==> src/hdl/fspla_pkg.sv <==
// ----------------------------------------------------------------------------
// fspla_pkg
// Shared types and constants for the four-state PLA evaluator.
// ----------------------------------------------------------------------------
package fspla_pkg;

    // Array geometry: input columns and output rows.
    localparam int NUM_INPUTS  = 16;
    localparam int NUM_OUTPUTS = 16;

    // Fixed widths of the stream fields.
    localparam int FIELD_W   = 16;
    localparam int ROW_FLD_W = 4;
    localparam int S_DATA_W  = 72;
    localparam int M_DATA_W  = 32;
    localparam int CFG_IDX_W = 2;
    localparam int CFG_DAT_W = 2;

    // Row index width inside the personality store.
    localparam int ROW_W = (NUM_OUTPUTS > 1) ? $clog2(NUM_OUTPUTS) : 1;

    // Columns at or above NUM_INPUTS never take part in a reduction.
    localparam logic [FIELD_W-1:0] COL_MASK =
        (NUM_INPUTS >= FIELD_W) ? {FIELD_W{1'b1}}
                                : FIELD_W'((64'd1 << NUM_INPUTS) - 64'd1);

    // Configuration register indexes.
    localparam logic [CFG_IDX_W-1:0] REG_LOGIC_KIND   = 2'd0;
    localparam logic [CFG_IDX_W-1:0] REG_PLANE_FORMAT = 2'd1;
    localparam logic [CFG_IDX_W-1:0] REG_ASYNC_MODE   = 2'd2;

    // Reduction kinds.
    localparam logic [1:0] KIND_AND  = 2'd0;
    localparam logic [1:0] KIND_OR   = 2'd1;
    localparam logic [1:0] KIND_NAND = 2'd2;
    localparam logic [1:0] KIND_NOR  = 2'd3;

    // Item operations carried in tuser.
    localparam logic OP_WRITE = 1'b0;
    localparam logic OP_EVAL  = 1'b1;

    // Configuration as seen by the row reducer.
    typedef struct packed {
        logic [1:0] logic_kind;
        logic       plane_format;
        logic       async_mode;
    } cfg_t;

    // One four-state scalar: value and unknown bit.
    typedef struct packed {
        logic aval;
        logic bval;
    } logic4_t;

    // Sequencer states.
    typedef enum logic [1:0] {
        ST_IDLE,
        ST_EVAL,
        ST_DONE
    } fsm_t;

endpackage

==> src/hdl/fspla_row_reduce.sv <==
// ----------------------------------------------------------------------------
// fspla_row_reduce
// Reduces one personality row against the input vector to one four-state bit.
// ----------------------------------------------------------------------------
module fspla_row_reduce (
    input  fspla_pkg::cfg_t                       cfg,
    input  logic [fspla_pkg::FIELD_W-1:0]         row_aval,
    input  logic [fspla_pkg::FIELD_W-1:0]         row_bval,
    input  logic [fspla_pkg::FIELD_W-1:0]         in_aval,
    input  logic [fspla_pkg::FIELD_W-1:0]         in_bval,
    output fspla_pkg::logic4_t                    res
);
    import fspla_pkg::*;

    logic [FIELD_W-1:0] in_one;
    logic [FIELD_W-1:0] in_zero;
    logic [FIELD_W-1:0] term_one;
    logic [FIELD_W-1:0] term_zero;
    logic [FIELD_W-1:0] sel;
    logic               is_and;
    logic               invert;
    logic               red_one;
    logic               red_zero;

    // Known input levels per column; unknown and high impedance are neither.
    assign in_one  = in_aval & ~in_bval;
    assign in_zero = ~in_aval & ~in_bval;

    // Column selection and the resulting term per column.
    always_comb
    begin
        if (cfg.plane_format)
        begin
            // Known codes pick true or complemented input, x forces unknown,
            // z drops the column.
            sel       = (~row_bval | row_aval) & COL_MASK;
            term_one  = ~row_bval & ((row_aval & in_one) | (~row_aval & in_zero));
            term_zero = ~row_bval & ((row_aval & in_zero) | (~row_aval & in_one));
        end
        else
        begin
            // Only a code of one selects the true input.
            sel       = row_aval & ~row_bval & COL_MASK;
            term_one  = in_one;
            term_zero = in_zero;
        end
    end

    assign is_and = (cfg.logic_kind == KIND_AND) || (cfg.logic_kind == KIND_NAND);
    assign invert = (cfg.logic_kind == KIND_NAND) || (cfg.logic_kind == KIND_NOR);

    // AND: any zero wins, all ones give one. OR: any one wins, all zeros give zero.
    always_comb
    begin
        if (is_and)
        begin
            red_zero = |(sel & term_zero);
            red_one  = !red_zero && ((sel & ~term_one) == '0);
        end
        else
        begin
            red_one  = |(sel & term_one);
            red_zero = !red_one && ((sel & ~term_zero) == '0);
        end
    end

    // Optional inversion and encoding; unknown is driven as x.
    always_comb
    begin
        if (red_one || red_zero)
        begin
            res.aval = red_one ^ invert;
            res.bval = 1'b0;
        end
        else
        begin
            res.aval = 1'b1;
            res.bval = 1'b1;
        end
    end

endmodule

==> src/hdl/four_state_pla_evaluator_unit.sv <==
// ----------------------------------------------------------------------------
// four_state_pla_evaluator_unit
// Four-state PLA: row writes into a personality store and evaluations that
// reduce one row per cycle through a shared row reducer.
// ----------------------------------------------------------------------------
//
//  Channel  Direction  Content
//  s_*      in         tuser: op; tdata: row, row_aval, row_bval, in_aval, in_bval
//  m_*      out        tdata: out_aval, out_bval
//  cfg_*    in         write enable, register index, write data
//
//  An evaluation reduces one row per cycle through the single row reducer,
//  then presents the result beat. A row write in async mode after the first
//  evaluation also starts a sweep; other row writes leave the block idle.
//  s_tready is low from the beat that starts a sweep until the result beat
//  leaves; a stalled m_tready holds the block in that wait.
//  Reset clears the personality store, the last inputs and all control state.
//
module four_state_pla_evaluator_unit (
    input  logic                                   clk,
    input  logic                                   rst_n,
    // Input beat.
    input  logic                                   s_tvalid,
    output logic                                   s_tready,
    // [0] op
    input  logic                                   s_tuser,
    // [3:0] row, [19:4] row_aval, [35:20] row_bval, [51:36] in_aval,
    // [67:52] in_bval, [71:68] zero
    input  logic [fspla_pkg::S_DATA_W-1:0]         s_tdata,
    // Result beat.
    output logic                                   m_tvalid,
    input  logic                                   m_tready,
    // [15:0] out_aval, [31:16] out_bval
    output logic [fspla_pkg::M_DATA_W-1:0]         m_tdata,
    // Configuration write port.
    input  logic                                   cfg_we,
    input  logic [fspla_pkg::CFG_IDX_W-1:0]        cfg_addr,
    input  logic [fspla_pkg::CFG_DAT_W-1:0]        cfg_wdata
);
    import fspla_pkg::*;

    // Unpacked input fields.
    logic [ROW_FLD_W-1:0] row;
    logic [FIELD_W-1:0]   row_aval;
    logic [FIELD_W-1:0]   row_bval;
    logic [FIELD_W-1:0]   in_aval;
    logic [FIELD_W-1:0]   in_bval;

    assign row      = s_tdata[3:0];
    assign row_aval = s_tdata[19:4];
    assign row_bval = s_tdata[35:20];
    assign in_aval  = s_tdata[51:36];
    assign in_bval  = s_tdata[67:52];

    // State.
    cfg_t               cfg_reg;
    fsm_t               state_reg, state_next;
    logic [ROW_W-1:0]   row_cnt_reg, row_cnt_next;
    logic [FIELD_W-1:0] acc_aval_reg, acc_aval_next;
    logic [FIELD_W-1:0] acc_bval_reg, acc_bval_next;
    logic [FIELD_W-1:0] last_aval_reg;
    logic [FIELD_W-1:0] last_bval_reg;
    logic               evaluated_reg;
    logic [FIELD_W-1:0] pers_aval_reg [NUM_OUTPUTS];
    logic [FIELD_W-1:0] pers_bval_reg [NUM_OUTPUTS];

    logic               s_beat;
    logic               row_ok;
    logic               wr_row;
    logic               start_eval;
    logic               last_row;
    logic [FIELD_W-1:0] cur_aval;
    logic [FIELD_W-1:0] cur_bval;
    logic4_t            row_res;

    assign s_beat     = s_tvalid && s_tready;
    assign row_ok     = (32'(row) < NUM_OUTPUTS);
    assign wr_row     = s_beat && (s_tuser == OP_WRITE) && row_ok;
    assign start_eval = s_beat && ((s_tuser == OP_EVAL) ||
                        (row_ok && cfg_reg.async_mode && evaluated_reg));
    assign last_row   = (row_cnt_reg == ROW_W'(NUM_OUTPUTS - 1));

    // Configuration registers.
    always_ff @(posedge clk or negedge rst_n)
    begin
        if (!rst_n)
        begin
            cfg_reg <= '0;
        end
        else if (cfg_we)
        begin
            unique case (cfg_addr)
                REG_LOGIC_KIND:   cfg_reg.logic_kind   <= cfg_wdata[1:0];
                REG_PLANE_FORMAT: cfg_reg.plane_format <= cfg_wdata[0];
                REG_ASYNC_MODE:   cfg_reg.async_mode   <= cfg_wdata[0];
                default:          ;
            endcase
        end
    end

    // Personality store, cleared at reset.
    always_ff @(posedge clk or negedge rst_n)
    begin
        if (!rst_n)
        begin
            for (int i = 0; i < NUM_OUTPUTS; i++)
            begin
                pers_aval_reg[i] <= '0;
                pers_bval_reg[i] <= '0;
            end
        end
        else if (wr_row)
        begin
            pers_aval_reg[ROW_W'(row)] <= row_aval;
            pers_bval_reg[ROW_W'(row)] <= row_bval;
        end
    end

    // Last evaluated inputs.
    always_ff @(posedge clk or negedge rst_n)
    begin
        if (!rst_n)
        begin
            last_aval_reg <= '0;
            last_bval_reg <= '0;
            evaluated_reg <= 1'b0;
        end
        else if (s_beat && (s_tuser == OP_EVAL))
        begin
            last_aval_reg <= in_aval;
            last_bval_reg <= in_bval;
            evaluated_reg <= 1'b1;
        end
    end

    // Row currently under evaluation feeds the shared reducer.
    assign cur_aval = pers_aval_reg[row_cnt_reg];
    assign cur_bval = pers_bval_reg[row_cnt_reg];

    fspla_row_reduce u_reduce (
        .cfg      (cfg_reg),
        .row_aval (cur_aval),
        .row_bval (cur_bval),
        .in_aval  (last_aval_reg),
        .in_bval  (last_bval_reg),
        .res      (row_res)
    );

    // Sequencer registers.
    always_ff @(posedge clk or negedge rst_n)
    begin
        if (!rst_n)
        begin
            state_reg   <= ST_IDLE;
            row_cnt_reg <= '0;
        end
        else
        begin
            state_reg   <= state_next;
            row_cnt_reg <= row_cnt_next;
        end
    end

    // Result accumulator; row 0 ends up in the top bit after the last shift.
    always_ff @(posedge clk)
    begin
        acc_aval_reg <= acc_aval_next;
        acc_bval_reg <= acc_bval_next;
    end

    // Next state, counter, accumulator and handshake outputs.
    always_comb
    begin
        state_next    = state_reg;
        row_cnt_next  = row_cnt_reg;
        acc_aval_next = acc_aval_reg;
        acc_bval_next = acc_bval_reg;
        s_tready      = 1'b0;
        m_tvalid      = 1'b0;
        unique case (state_reg)
            ST_IDLE:
            begin
                s_tready = 1'b1;
                if (start_eval)
                begin
                    state_next    = ST_EVAL;
                    row_cnt_next  = '0;
                    acc_aval_next = '0;
                    acc_bval_next = '0;
                end
            end
            ST_EVAL:
            begin
                acc_aval_next = {acc_aval_reg[FIELD_W-2:0], row_res.aval};
                acc_bval_next = {acc_bval_reg[FIELD_W-2:0], row_res.bval};
                if (last_row)
                begin
                    state_next   = ST_DONE;
                    row_cnt_next = '0;
                end
                else
                begin
                    row_cnt_next = row_cnt_reg + 1'b1;
                end
            end
            ST_DONE:
            begin
                m_tvalid = 1'b1;
                if (m_tready)
                begin
                    state_next = ST_IDLE;
                end
            end
            default:
            begin
                state_next = ST_IDLE;
            end
        endcase
    end

    assign m_tdata = {acc_bval_reg, acc_aval_reg};

`ifndef SYNTH
    // No new beat is taken while a result waits.
    assert property (@(posedge clk) disable iff (!rst_n) m_tvalid |-> !s_tready)
        else $error("input accepted while result pending");

    // A result only appears right after the last row was reduced.
    assert property (@(posedge clk) disable iff (!rst_n)
        $rose(m_tvalid) |-> $past(state_reg == ST_EVAL && last_row))
        else $error("result without a full row sweep");

    // An evaluate beat always starts a sweep from row zero.
    assert property (@(posedge clk) disable iff (!rst_n)
        (s_beat && s_tuser == OP_EVAL) |=> (state_reg == ST_EVAL && row_cnt_reg == '0))
        else $error("evaluation did not start");

    // The row counter stays idle at zero outside a sweep.
    assert property (@(posedge clk) disable iff (!rst_n)
        (state_reg != ST_EVAL) |-> (row_cnt_reg == '0))
        else $error("row counter not parked");
`endif

endmodule

==> config.mk <==
export PLATFORM = sky130hd
export DESIGN_NAME = four_state_pla_evaluator_unit
export DESIGN_NICKNAME = d
export VERILOG_FILES = /design/src/hdl/fspla_pkg.sv /design/src/hdl/fspla_row_reduce.sv /design/src/hdl/four_state_pla_evaluator_unit.sv
export SDC_FILE = /design/constraint.sdc
export NUM_CORES = 1
export LEC_CHECK = 0
export BUFFER_PORTS_ARGS = -buffer_cell sky130_fd_sc_hd__buf_2
export CAP_MARGIN = 0
export CORE_MARGIN = 3
export CORE_UTILIZATION = 62
export DETAILED_ROUTE_END_ITERATION = 10
export HOLD_SLACK_MARGIN = 0.03
export PLACE_DENSITY = 0.8
export SLEW_MARGIN = 20
export SYNTH_ARGS = -nofsm -noshare
export SYNTH_HDL_FRONTEND = slang
export SYNTH_SLANG_ARGS = --single-unit
==> constraint.sdc <==
create_clock -name clk -period 4.86 [get_ports clk]
set_clock_uncertainty 0.2 [all_clocks]
set_input_delay 0.243 -clock clk [delete_from_list [all_inputs] [get_ports clk]]
set_output_delay 0.243 -clock clk [all_outputs]
set_load 0.05 [all_outputs]
-- Yosys cells after proc, flatten, opt, wreduce, memory -nomap -nowiden
Index checks and enable logic that the tools add are counted.
- register bits: 587
- bits in latches: 0
- RAM bits: 0
- bits in read-only memories: 0
- output and inout port bits: 34
- logic and storage cells: 137
- memories kept: 0
- $add $sub $neg: 1
- multipliers: 0
- divide/modulo/power cells: 0
- order comparisons: 3
- equality and inequality tests: 10
- shift-type cells: 0
- multiplexer cells: 28
- bitwise operators: 26
- reduce and logical (&&, ||, !) cells: 27
- operators by type and width (operator ; number):
    bitwise mux 256 bit ; 2
    bitwise AND 16 bit ; 13
    two-way mux 16 bit ; 9
    binary-select mux 16 bit (select 4 bit) ; 2
    NOT 16 bit ; 6
    demux 16 bit (select 4 bit) ; 1
    case mux 16 bit (2 select lines) ; 2
    bitwise OR 16 bit ; 3
    logical NOT 16 bit ; 2
    OR reduction 16 bit ; 2
    >= comparator 5 bit (second input constant) ; 2
    NOT 4 -> 5 bit ; 2
    equality test 2 bit (second input constant) ; 4
    logical AND 1 bit ; 8
    two-way mux 2 bit ; 4
    two-way mux 4 bit ; 2
    case mux 4 bit (2 select lines) ; 1
    AND reduction 2 bit ; 4
    logical NOT 2 bit ; 3
    inequality test 2 bit (second input constant) ; 3
    case mux 2 bit (3 select lines) ; 1
    less-than comparator 5 x 1 -> 1 bit (second input constant) ; 1
    adder 4 x 1 -> 4 bit (second input constant) ; 1
    equality test 2 x 1 -> 1 bit (second input constant) ; 2
    8 further kinds ; 15

-- Depth between registers and ports, before layout
Gate-level depths: netlist (run 1).
- word-level depth: 17
- depth in mapped cells: 14
- depth with buffers taken out: 9

-- Modules after synthesis
From an unflattened synthesis (run 1), not the netlist that was laid out.
- cells, all modules: 1849
- area total of the unflattened synthesis: 27594.0 um^2
- by module, submodules not included (module ; instances ; cells each ; area an instance (um^2) ; seq. area each (um^2)):
    four_state_pla_evaluator_unit ; 1 ; 1590 ; 25829.8 ; 14849.2
    fspla_row_reduce ; 1 ; 259 ; 1764.2 ; 0.0

-- Worst setup path before layout (run 1)
No wires, ideal clock.
- kind: reg2reg
- from: register row_cnt_reg[0]
- to: register acc_aval_reg[0] (data pin)
- arrival time: 2.948 ns
- slack: 1.438 ns
- cell stages (with the launch flop): 14
- clock period less this slack: 3.422 ns
- path through: dfrtp_1 > buf_6 > buf_12 > buf_8 > buf_8 > mux4_2 > a22oi_1 > nand2_2 > or3b_1 > o211ai_1 > nand4_1 > nor4_4 > a2bb2oi_2 > o2111ai_1
- cells in the longest elaborated chain, start to end: 17
- elaborated cells between the ends (all ways): 42
- those cells by class: mux (13); bitwise (20); reduce/logical (9)
- ends and longest elaborated chain (element ; line ; source):
    start: declaration ; four_state_pla_evaluator_unit.sv:58 ; logic [ROW_W-1:0] row_cnt_reg, row_cnt_next;
    start signal: assignment ; four_state_pla_evaluator_unit.sv:160 ; row_cnt_reg <= row_cnt_next;
    NOT 4 -> 5 bit (not written as such) (*) ; four_state_pla_evaluator_unit.sv:137, four_state_pla_evaluator_unit.sv:138 ;
    binary-select mux 16 bit (select 4 bit) ; four_state_pla_evaluator_unit.sv:137 ; assign cur_aval = pers_aval_reg[row_cnt_reg];
    two-way mux 16 bit (not written as such) (2 in a row) ; four_state_pla_evaluator_unit.sv:137 ;
    NOT 16 bit ; fspla_row_reduce.sv:37, fspla_row_reduce.sv:38 ;
    bitwise AND 16 bit, on equally long branches ; fspla_row_reduce.sv:38, fspla_row_reduce.sv:37 ;
    bitwise OR 16 bit, on equally long branches ; fspla_row_reduce.sv:38, fspla_row_reduce.sv:37 ;
    bitwise AND 16 bit, on equally long branches ; fspla_row_reduce.sv:38, fspla_row_reduce.sv:37 ;
    two-way mux 16 bit ; fspla_row_reduce.sv:32 ; if (cfg.plane_format)
    bitwise AND 16 bit (tied with other cells) ; fspla_row_reduce.sv:57 ; red_zero = |(sel & term_zero);
    OR reduction 16 bit (tied with other cells) ; fspla_row_reduce.sv:57 ;
    logical NOT 1 bit (tied with other cells) ; fspla_row_reduce.sv:58 ; red_one = !red_zero && ((sel & ~term_one) == '0);
    logical AND 1 bit, on equally long branches ; fspla_row_reduce.sv:58, fspla_row_reduce.sv:63 ;
    two-way mux 1 bit ; fspla_row_reduce.sv:55 ; if (is_and)
    XOR 1 bit or logical OR 1 bit (tied branches) ; fspla_row_reduce.sv:72, fspla_row_reduce.sv:70 ;
    two-way mux 2 bit (*) ; fspla_row_reduce.sv:70 ; if (red_one || red_zero)
    case mux 16 bit (2 select lines) (*) ; four_state_pla_evaluator_unit.sv:180 ; unique case (state_reg)
    end signal: assignment ; four_state_pla_evaluator_unit.sv:167 ; acc_aval_reg <= acc_aval_next;
    end: declaration ; four_state_pla_evaluator_unit.sv:59 ; logic [FIELD_W-1:0] acc_aval_reg, acc_aval_next;
Every way passes the cells marked *; elsewhere a longest branch is shown, timed or not. The select of a mux whose other input is x is not followed.
A chain may end at the register's enable or synchronous reset.

-- Worst setup path in the final report (run 1)
Ends and elaborated chain as after synthesis.

==> out/metrics.yaml, run 1 <==
status: "complete, no violations"
routedWlPerCell_um: 26.9
dr.pass1.iters: 5
irDropWorstVdd_v: 0.000614
multi_input_area_um2: 12100
setup-violations-final: 0
topRoutingLayerUsed: "met4"
ant_nets: 0
required_ns: 5.00
utilization_pct: 72.6
maxSlewViolCount: 0
overflow: 0
rsz0062_at_grt: "no"
clkSinkCount: 587
critPathLaunchType: "flip-flop"
clock-root-buffer: "clkbuf_16"
num_io_pins: 116
via_count: 17600
hp-class: "in -> async"
hpwl_um: 42800
grt_pass1_wl_um: 110000
drcViolationCount: 0
yosys.area_share.simple_pct: 4.80
synthMuxAreaShare_pct: 33.6
max_stage_delay_ns: 0.79
power.leakage_uw: 0.0149
drt-met1-wl_um: 30200
fmax_mhz: 232
worst_setup_path_end_kind: "flip-flop"
register_area_um2: 14900
holdWs_ns: 0.111
clockBufferDepth: 3
routed_wl_um: 72100
area_growth_pct: 14.6
synth-xor-area-share_pct: 0
drive_above_1_share_pct: 45.7
yosysSeqAreaShare_pct: 53.8
syn_area_per_cell_um2: 14.6
synth_edf_count: 32
chipHeight_um: 217
yosys_warnings: 0
synth_compound_area_share_pct: 4.93
relSlewSlack_pct: 32.3
p_per_area_nw_per_um2: 560
die-width_um: 217
grt_pass1_vias: 18500
cts_buffers: 59
fillers: 2686
ys_types: 74
fin_crit_sh_pct: 88.7
synth_top_family_by_area: "multiplexers"
vias_per_cell: 6.56
hold_viol_final: 0
async_flop_share_pct: 94.5
synth_seq_cells: 587
path_cells: "buf_4 -> mux4_1 -> a22o_1 -> nor2_1 -> and2_1 -> a311o_1 -> o2111ai_1 -> nor4_4 -> a2bb2oi_2 -> o2111ai_1"
route.met2.wl_um: 34100
crit_arrival_ns: 4.45
initial_utilization_pct: 63.3
critical_path_class: "reg -> reg"
antenna_found_initial: 3
htree_levels: 2
gp_congestion: 0.942
yosys.area_share.adder_pct: 0.122
maxCapViolCount: 0
io_buffers: 111
synth_area_um2: 27600
setup_tns_ns: 0
worst_pin_slew_ns: 1.01
dieArea_um2: 47100
wl_met3_um: 5390
cts_tree: "done"
setup_ws_ns: 0.550
critical-path-slowest-cell: "dfrtp_4"
clk_pin_slew_ns: 0.06
fin_crit_ns: 4.31
fp-row-count: 76
core_um2: 43600
synth_ff_type: "dfrtp_1"
crit_top_cell: "o2111ai_1"
synthesis.instances: 1888
crit_family: "simple AND/OR/NAND/NOR gates"
post-place-ws_ns: 0.640
grt_max_degree: 136
path_max_fanout: 20
clock_latency_ns: 0.63
crit_buf_inv: 1
nNetsFinal: 2129
grt_usage_pct: 31.1
drtIter0Drc: 1801
syn-num-nets: 1971
-- cells in the final DEF, fill, tap and decap left out, types with 14 or more instances in the layout --
cell type	count
inv_1	14
dfrtp_1	553
mux2i_1	18
nand2_1	75
mux4_2	111
o21ai_0	34
buf_2	110
mux4_1	17
mux2_2	546
a21oi_1	25
edfxtp_1	32
a22o_1	16
buf_4	45
a22oi_1	46
dlygate4sd3_1	75
and2_1	32
clkbuf_1	16
nor2_1	50
clkbuf_16	60
nand4_1	14
-- cell families (layout without fill, tap and decap cells) --
family	count (synthesis)	after routing
adders and majority gates	3	3
muxes	692	692
DFF	587	587
buffers and inverters	159	364
and+or+nand+nor	260	260
AOI/OAI and AO/OA	187	187
other	0	2
-- final cells by class --
| type | count | share of cell area [%] |
|---|---|---|
| clock inverter | 23 | 0.998 |
| clock buffer | 85 | 5.33 |
| antenna | 2 | 0.0158 |
| multi-input combinational | 1142 | 38.2 |
| timing repair buffer | 242 | 5.93 |
| sequential | 587 | 47.0 |
| inverter | 14 | 0.166 |
| tap | 585 | 2.32 |
-- per-layer routing --
metal,GRT usage (%),vias up
met2,49.5,668
li1,-,7408
met3,6.28,161
met4,11.5,0
met5,0,-
met1,43.4,9345
-- final timing paths --
check | start | endpoint | slack (ns) | depth (start not counted)
max in group asynchronous | rst_n | pers_bval_reg[9]$_DFFE_PN0P_ | 3.02 | 3
setup / recovery | row_cnt_reg[0]$_DFFE_PN0P_ | acc_aval_reg[0]$_SDFFCE_PN0P_ | 0.55 | 10
hold / removal | rst_n | pers_aval_reg[60]$_DFFE_PN0P_ | 0.11 | 2
hold reg to reg | pers_aval_reg[212]$_DFFE_PN0P_ | pers_aval_reg[212]$_DFFE_PN0P_ | 0.30 | 1
setup reg to reg | row_cnt_reg[0]$_DFFE_PN0P_ | acc_aval_reg[0]$_SDFFCE_PN0P_ | 0.55 | 10
min in group clk | s_tdata[48] | last_aval_reg[12]$_DFFE_PN0P_ | 0.20 | 3
-- cells in the mapped netlist (all sizes together) (25+ instances only) --
library cell | number | share of area (%)
a22oi | 46 | 1.3
edfxtp | 32 | 3.5
and2 | 33 | 0.75
mux2 | 546 | 22
clkbuf | 76 | 1.0
nand2 | 86 | 1.2
o21ai | 35 | 0.64
dfrtp | 555 | 50
a21oi | 25 | 0.45
nor2 | 53 | 0.75
buf | 69 | 1.5
mux4 | 128 | 11
-- through the flow --
stage                     instances  total power, µW  cell area [µm²]
after floorplan                1888            11100            27600
after global placement         2495            12600            28800
after detailed placement       2495            12800            28800
after CTS                      2678            17600            31600
after global routing           2680            18500            31600
final                          2680            17700            31600
-- where the power goes --
part	internal, µW	total (µW)	leakage, µW	switching (µW)
Sequential	6130	7000	0.00782	878
Combinational	2720	5960	0.00610	3230
Clock	2780	4720	0.000986	1950
Total	11600	17700	0.0149	6060
-- timing repair --
action / CTS / global route
hold endpoints to repair: 663 / 0
hold buffers: 75 / 0
gates resized for setup: 0 / 0
setup buffers: 0 / 0
Power figures use the tool's default switching activity.
==> run 2, diff against run 1 <==
--- a/config.mk
+++ b/config.mk
@@ -7,11 +7,13 @@
 export LEC_CHECK = 0
 export BUFFER_PORTS_ARGS = -buffer_cell sky130_fd_sc_hd__buf_2
 export CAP_MARGIN = 0
+export CELL_PAD_IN_SITES_DETAIL_PLACEMENT = 2
+export CELL_PAD_IN_SITES_GLOBAL_PLACEMENT = 2
 export CORE_MARGIN = 3
-export CORE_UTILIZATION = 62
+export CORE_UTILIZATION = 45
 export DETAILED_ROUTE_END_ITERATION = 10
 export HOLD_SLACK_MARGIN = 0.03
-export PLACE_DENSITY = 0.8
+export PLACE_DENSITY_LB_ADDON = 0.1
 export SLEW_MARGIN = 20
 export SYNTH_ARGS = -nofsm -noshare
 export SYNTH_HDL_FRONTEND = slang
==> out/metrics.yaml, run 2 (synthesis gave the netlist of run 1 again) <==
status: "complete, no violations"
routed_wl_um: 89000
final_cell_area_um2: 32200
r2r_setup_slack_ns: 0.47
drtIter0Drc: 970
fp-row-count: 90
initial_utilization_pct: 45.6
power_uw: 18600
grt_pass1_wl_um: 134000
die-width_um: 254
gp_congestion: 0.881
worst_setup_path_end_kind: "flip-flop"
clkSinkCount: 587
final_cell_mix: "dfrtp_1, mux2_2, mux4_2"
dieArea_um2: 64300
ff2ff_path_depth: 11
io_buffers: 111
irDropWorstVdd_v: 0.000344
dr.pass1.iters: 5
fin_crit_sh_pct: 90.4
drcViolationCount: 0
path_cells: "and2_2 -> buf_4 -> buf_4 -> a22oi_1 -> nand2_1 -> or2_0 -> o311ai_0 -> o2111ai_1 -> nor4_4 -> a2bb2oi_2 -> o2111ai_1"
maxSlewViolCount: 0
drive_above_1_share_pct: 46.2
clock-root-buffer: "clkbuf_16"
worst_pin_slew_ns: 1.20
post_dp_cell_area_um2: 29100
holdWs_ns: 0.103
crit_arrival_ns: 4.50
antenna_found_initial: 1
relSlewSlack_pct: 19.8
num_io_pins: 116
clock_latency_ns: 0.61
maxCapViolCount: 0
cts_setup_buffers: 0
hpwl_um: 53800
fmax_mhz: 228
startpoint: "row_cnt_reg[3]$_DFFE_PN0P_"
clockBufferDepth: 3
cts_buffers: 68
critPathLaunchType: "flip-flop"
power.leakage_uw: 0.0151
cts_tree: "done"
max_stage_delay_ns: 0.62
final_common_cell: "dfrtp_1"
grt_pass1_vias: 20000
rsz0062_at_grt: "no"
grt_usage_pct: 28.3
routedWlPerCell_um: 30.7
htree_levels: 3
overflow: 0
path_max_fanout: 16
grt_max_degree: 102
clk_pin_slew_ns: 0.06
reg2reg_from: "row_cnt_reg[3]$_DFFE_PN0P_"
r2r-end: "acc_aval_reg[0]$_SDFFCE_PN0P_"
crit_end: "acc_aval_reg[0]$_SDFFCE_PN0P_"
fin_crit_ns: 4.39
setup-violations-final: 0
p_per_area_nw_per_um2: 578
nNetsFinal: 2142
vias_per_cell: 6.09
required_ns: 4.97
critical-path-slowest-cell: "o311ai_0"
core_um2: 60500
via_count: 17600
setup_tns_ns: 0
ant_nets: 0
utilization_pct: 53.3
hold_viol_final: 0
area_growth_pct: 16.8
hp-class: "in -> async"
chipHeight_um: 254
critical_path_class: "reg -> reg"
## run 2: where the power goes
part           total, µW  internal [µW]  switching (µW)
Sequential          7020           6130             890
Clock               5300           3170            2120
Combinational       6300           2720            3580
## run 2: worst min-delay path by stage
stage / start / end / cells after the start
final: rst_n / pers_aval_reg[109]$_DFFE_PN0P_ / 2
after global routing: rst_n / pers_aval_reg[236]$_DFFE_PN0P_ / 2
after CTS: rst_n / pers_aval_reg[60]$_DFFE_PN0P_ / 2
after detailed placement: rst_n / pers_aval_reg[109]$_DFFE_PN0P_ / 1
after global placement: rst_n / pers_aval_reg[109]$_DFFE_PN0P_ / 1
after floorplan: rst_n / cfg_reg[0]$_DFFE_PN0P_ / 0
## run 2: stage by stage
| step | std cells | setup slack [ns] |
|---|---|---|
| 6_report | 2894 | 0.468 |
| 4_1_cts | 2893 | 0.532 |
| 2_1_floorplan | 1888 | 1.44 |
| 5_1_grt | 2893 | 0.289 |
| 3_5_place_dp | 2692 | 0.538 |
| 3_3_place_gp | 2692 | 0.559 |
## run 2: layout make-up
| class | count | area, µm² |
|---|---|---|
| Tap cell | 782 | 978 |
| Timing Repair Buffer | 246 | 1910 |
| Antenna cell | 1 | 2.50 |
| Clock inverter | 20 | 243 |
| Multi-Input combinational cell | 1142 | 12100 |
| Fill cell | 5430 | 28300 |
| Inverter | 14 | 52.6 |
| Sequential cell | 587 | 14900 |
| Clock buffer | 102 | 2070 |
## run 2: what timing repair did
item	CTS	global route
resized for setup	0	0
endpoints found under the hold margin	642	0
hold buffers	79	0
## run 2: worst max-delay path, delay by kind of cell, from the launching register on
family / cells / cell delay (ns)
buffers and inverters: 2 / 0.50
AO/OA/AOI/OAI: 5 / 1.45
flip-flops: 1 / 0.54
AND/OR/NAND/NOR: 4 / 1.37
## run 2: metal layers
metal  track usage (%)  up-vias  wire length (µm)
met5                 0        -                 0
met4              5.98        0              1610
met3              3.95      103              3360
li1                  -     7431                 -
met1              38.0     9731             38900
met2              49.3      360             45100
==> run 3, diff against run 2 <==
--- a/config.mk
+++ b/config.mk
@@ -13,7 +13,7 @@
 export CORE_UTILIZATION = 45
 export DETAILED_ROUTE_END_ITERATION = 10
 export HOLD_SLACK_MARGIN = 0.03
-export PLACE_DENSITY_LB_ADDON = 0.1
+export PLACE_DENSITY = 0.87
 export SLEW_MARGIN = 20
 export SYNTH_ARGS = -nofsm -noshare
 export SYNTH_HDL_FRONTEND = slang
==> out/metrics.yaml, run 3 (synthesis gave the netlist of run 1 again) <==
cts_tree: "done"
final_cell_area_um2: 32200
maxSlewViolCount: 0
crit_arrival_ns: 5.60
status: "finished with violations"
routedWlPerCell_um: 42.8
ff2ff_path_depth: 11
vias_per_cell: 7.06
relSlewSlack_pct: 11.5
clock_latency_ns: 0.65
nNetsFinal: 2152
worst_setup_path_end_kind: "flip-flop"
fin_crit_sh_pct: 113
grt_usage_pct: 38.4
setup-violations-final: 2
dr.pass1.iters: 8
clk_pin_slew_ns: 0.07
final_common_cell: "dfrtp_1"
fin_crit_ns: 5.50
reg2reg_from: "row_cnt_reg[1]$_DFFE_PN0P_"
irDropWorstVdd_v: 0.000271
layout.cells.non_filler: 2901
chipHeight_um: 254
setup_ws_ns: -0.639
dieArea_um2: 64300
hp-class: "in -> async"
hold_viol_final: 0
power.leakage_uw: 0.0151
antenna_found_initial: 7
ant_nets: 0
power_uw: 20300
drcViolationCount: 0
p_per_area_nw_per_um2: 632
grt_max_degree: 126
num_io_pins: 116
final_cell_mix: "dfrtp_1, mux2_2, mux4_2"
path_max_fanout: 22
cts_buffers: 66
io_buffers: 111
r2r_setup_slack_ns: -0.64
initial_utilization_pct: 45.6
clockBufferDepth: 3
fp-row-count: 90
htree_levels: 3
hpwl_um: 56800
core_um2: 60500
overflow: 0
post-place-ws_ns: 0.293
fmax_mhz: 182
critPathLaunchType: "flip-flop"
place_inst: 2693
via_count: 20500
clkSinkCount: 587
area_growth_pct: 16.6
required_ns: 4.96
grt_pass1_wl_um: 175000
gp_congestion: 0.894
worst_pin_slew_ns: 1.31
drtIter0Drc: 1976
drive_above_1_share_pct: 46.5
r2r-end: "acc_aval_reg[0]$_SDFFCE_PN0P_"
routed_wl_um: 124000
post_dp_cell_area_um2: 29100
grt_pass1_vias: 23000
die-width_um: 254
clock-root-buffer: "clkbuf_16"
maxCapViolCount: 0
violations: "negative setup slack"
critical_path_class: "reg -> reg"
[run 3: changes by cell type in the layout (fill, tap and decap cells not counted), sizes merged, moves of 2 or more]
cell / previous run / this run
buf: 167 / 180
inv: 16 / 19
clkbuf: 102 / 92
diode: 1 / 3
dlygate4sd3: 79 / 77
[run 3: area by class of cell]
cell class / instances / area, µm²
inverters: 14 / 52.6
fillers: 5334 / 28300
repair buffers: 258 / 2010
clock buffers: 91 / 1880
multi-input cells: 1142 / 12100
clock inverters: 24 / 274
flip-flops and latches: 587 / 14900
well taps: 782 / 978
diodes: 3 / 7.51
[run 3: stage by stage]
step | util, % | setup TNS [ns] | hold WS (ns)
final | 53.2 | -0.966 | 0.0726
after global routing | 53.2 | -0.522 | 0.148
after CTS | 53.0 | 0 | 0.0897
after detailed placement | 48.1 | 0 | 0.189
after global placement | 48.1 | 0 | 0.162
after floorplan | - | 0 | -0.253
[run 3: how the worst max path moves through the flow]
stage               slack, ns                       start  depth (start not counted)                            end
finish                  -0.64  row_cnt_reg[1]$_DFFE_PN0P_                         11  acc_aval_reg[0]$_SDFFCE_PN0P_
global placement         0.50  row_cnt_reg[0]$_DFFE_PN0P_                         10  acc_aval_reg[0]$_SDFFCE_PN0P_
global route            -0.42  row_cnt_reg[1]$_DFFE_PN0P_                         11  acc_aval_reg[0]$_SDFFCE_PN0P_
CTS                      0.20  row_cnt_reg[0]$_DFFE_PN0P_                         10  acc_aval_reg[0]$_SDFFCE_PN0P_
floorplan                1.44  row_cnt_reg[0]$_DFFE_PN0P_                         13  acc_aval_reg[0]$_SDFFCE_PN0P_
detailed placement       0.29  row_cnt_reg[0]$_DFFE_PN0P_                         10  acc_aval_reg[0]$_SDFFCE_PN0P_
[run 3: report_power, final]
group	internal, µW	switching, µW
Sequential	6130	1310
Combinational	2850	4670
Clock	2980	2370
Total	12000	8350
[run 3: timing repair]
item | CTS | global route
resized for setup | 0 | 3
setup endpoints to repair | 0 | 2
hold endpoints to repair | 656 | 0
setup buffers | 0 | 12
hold buffers | 77 | 0
[run 3: metal layers]
layer  share of wire, %  up-vias  track usage, %
met1                 35    10800            43.5
met2                 47     1578            60.9
met4                7.7       12            27.1
li1                   -     7441               -
met5               0.21        -           0.902
met3                9.8      666            13.4
[run 3: critical path, stage by stage, from the launching register on]
cell	delay [ns]
dfrtp_4	0.74
buf_4	0.44
buf_4	0.27
mux4_2	0.21
nand2_1	0.14
nand4_1	0.38
nand3_1	0.24
o311ai_0	0.83
o2111ai_1	0.59
nor4_4	0.52
a2bb2oi_2	0.25
o2111ai_1	0.30
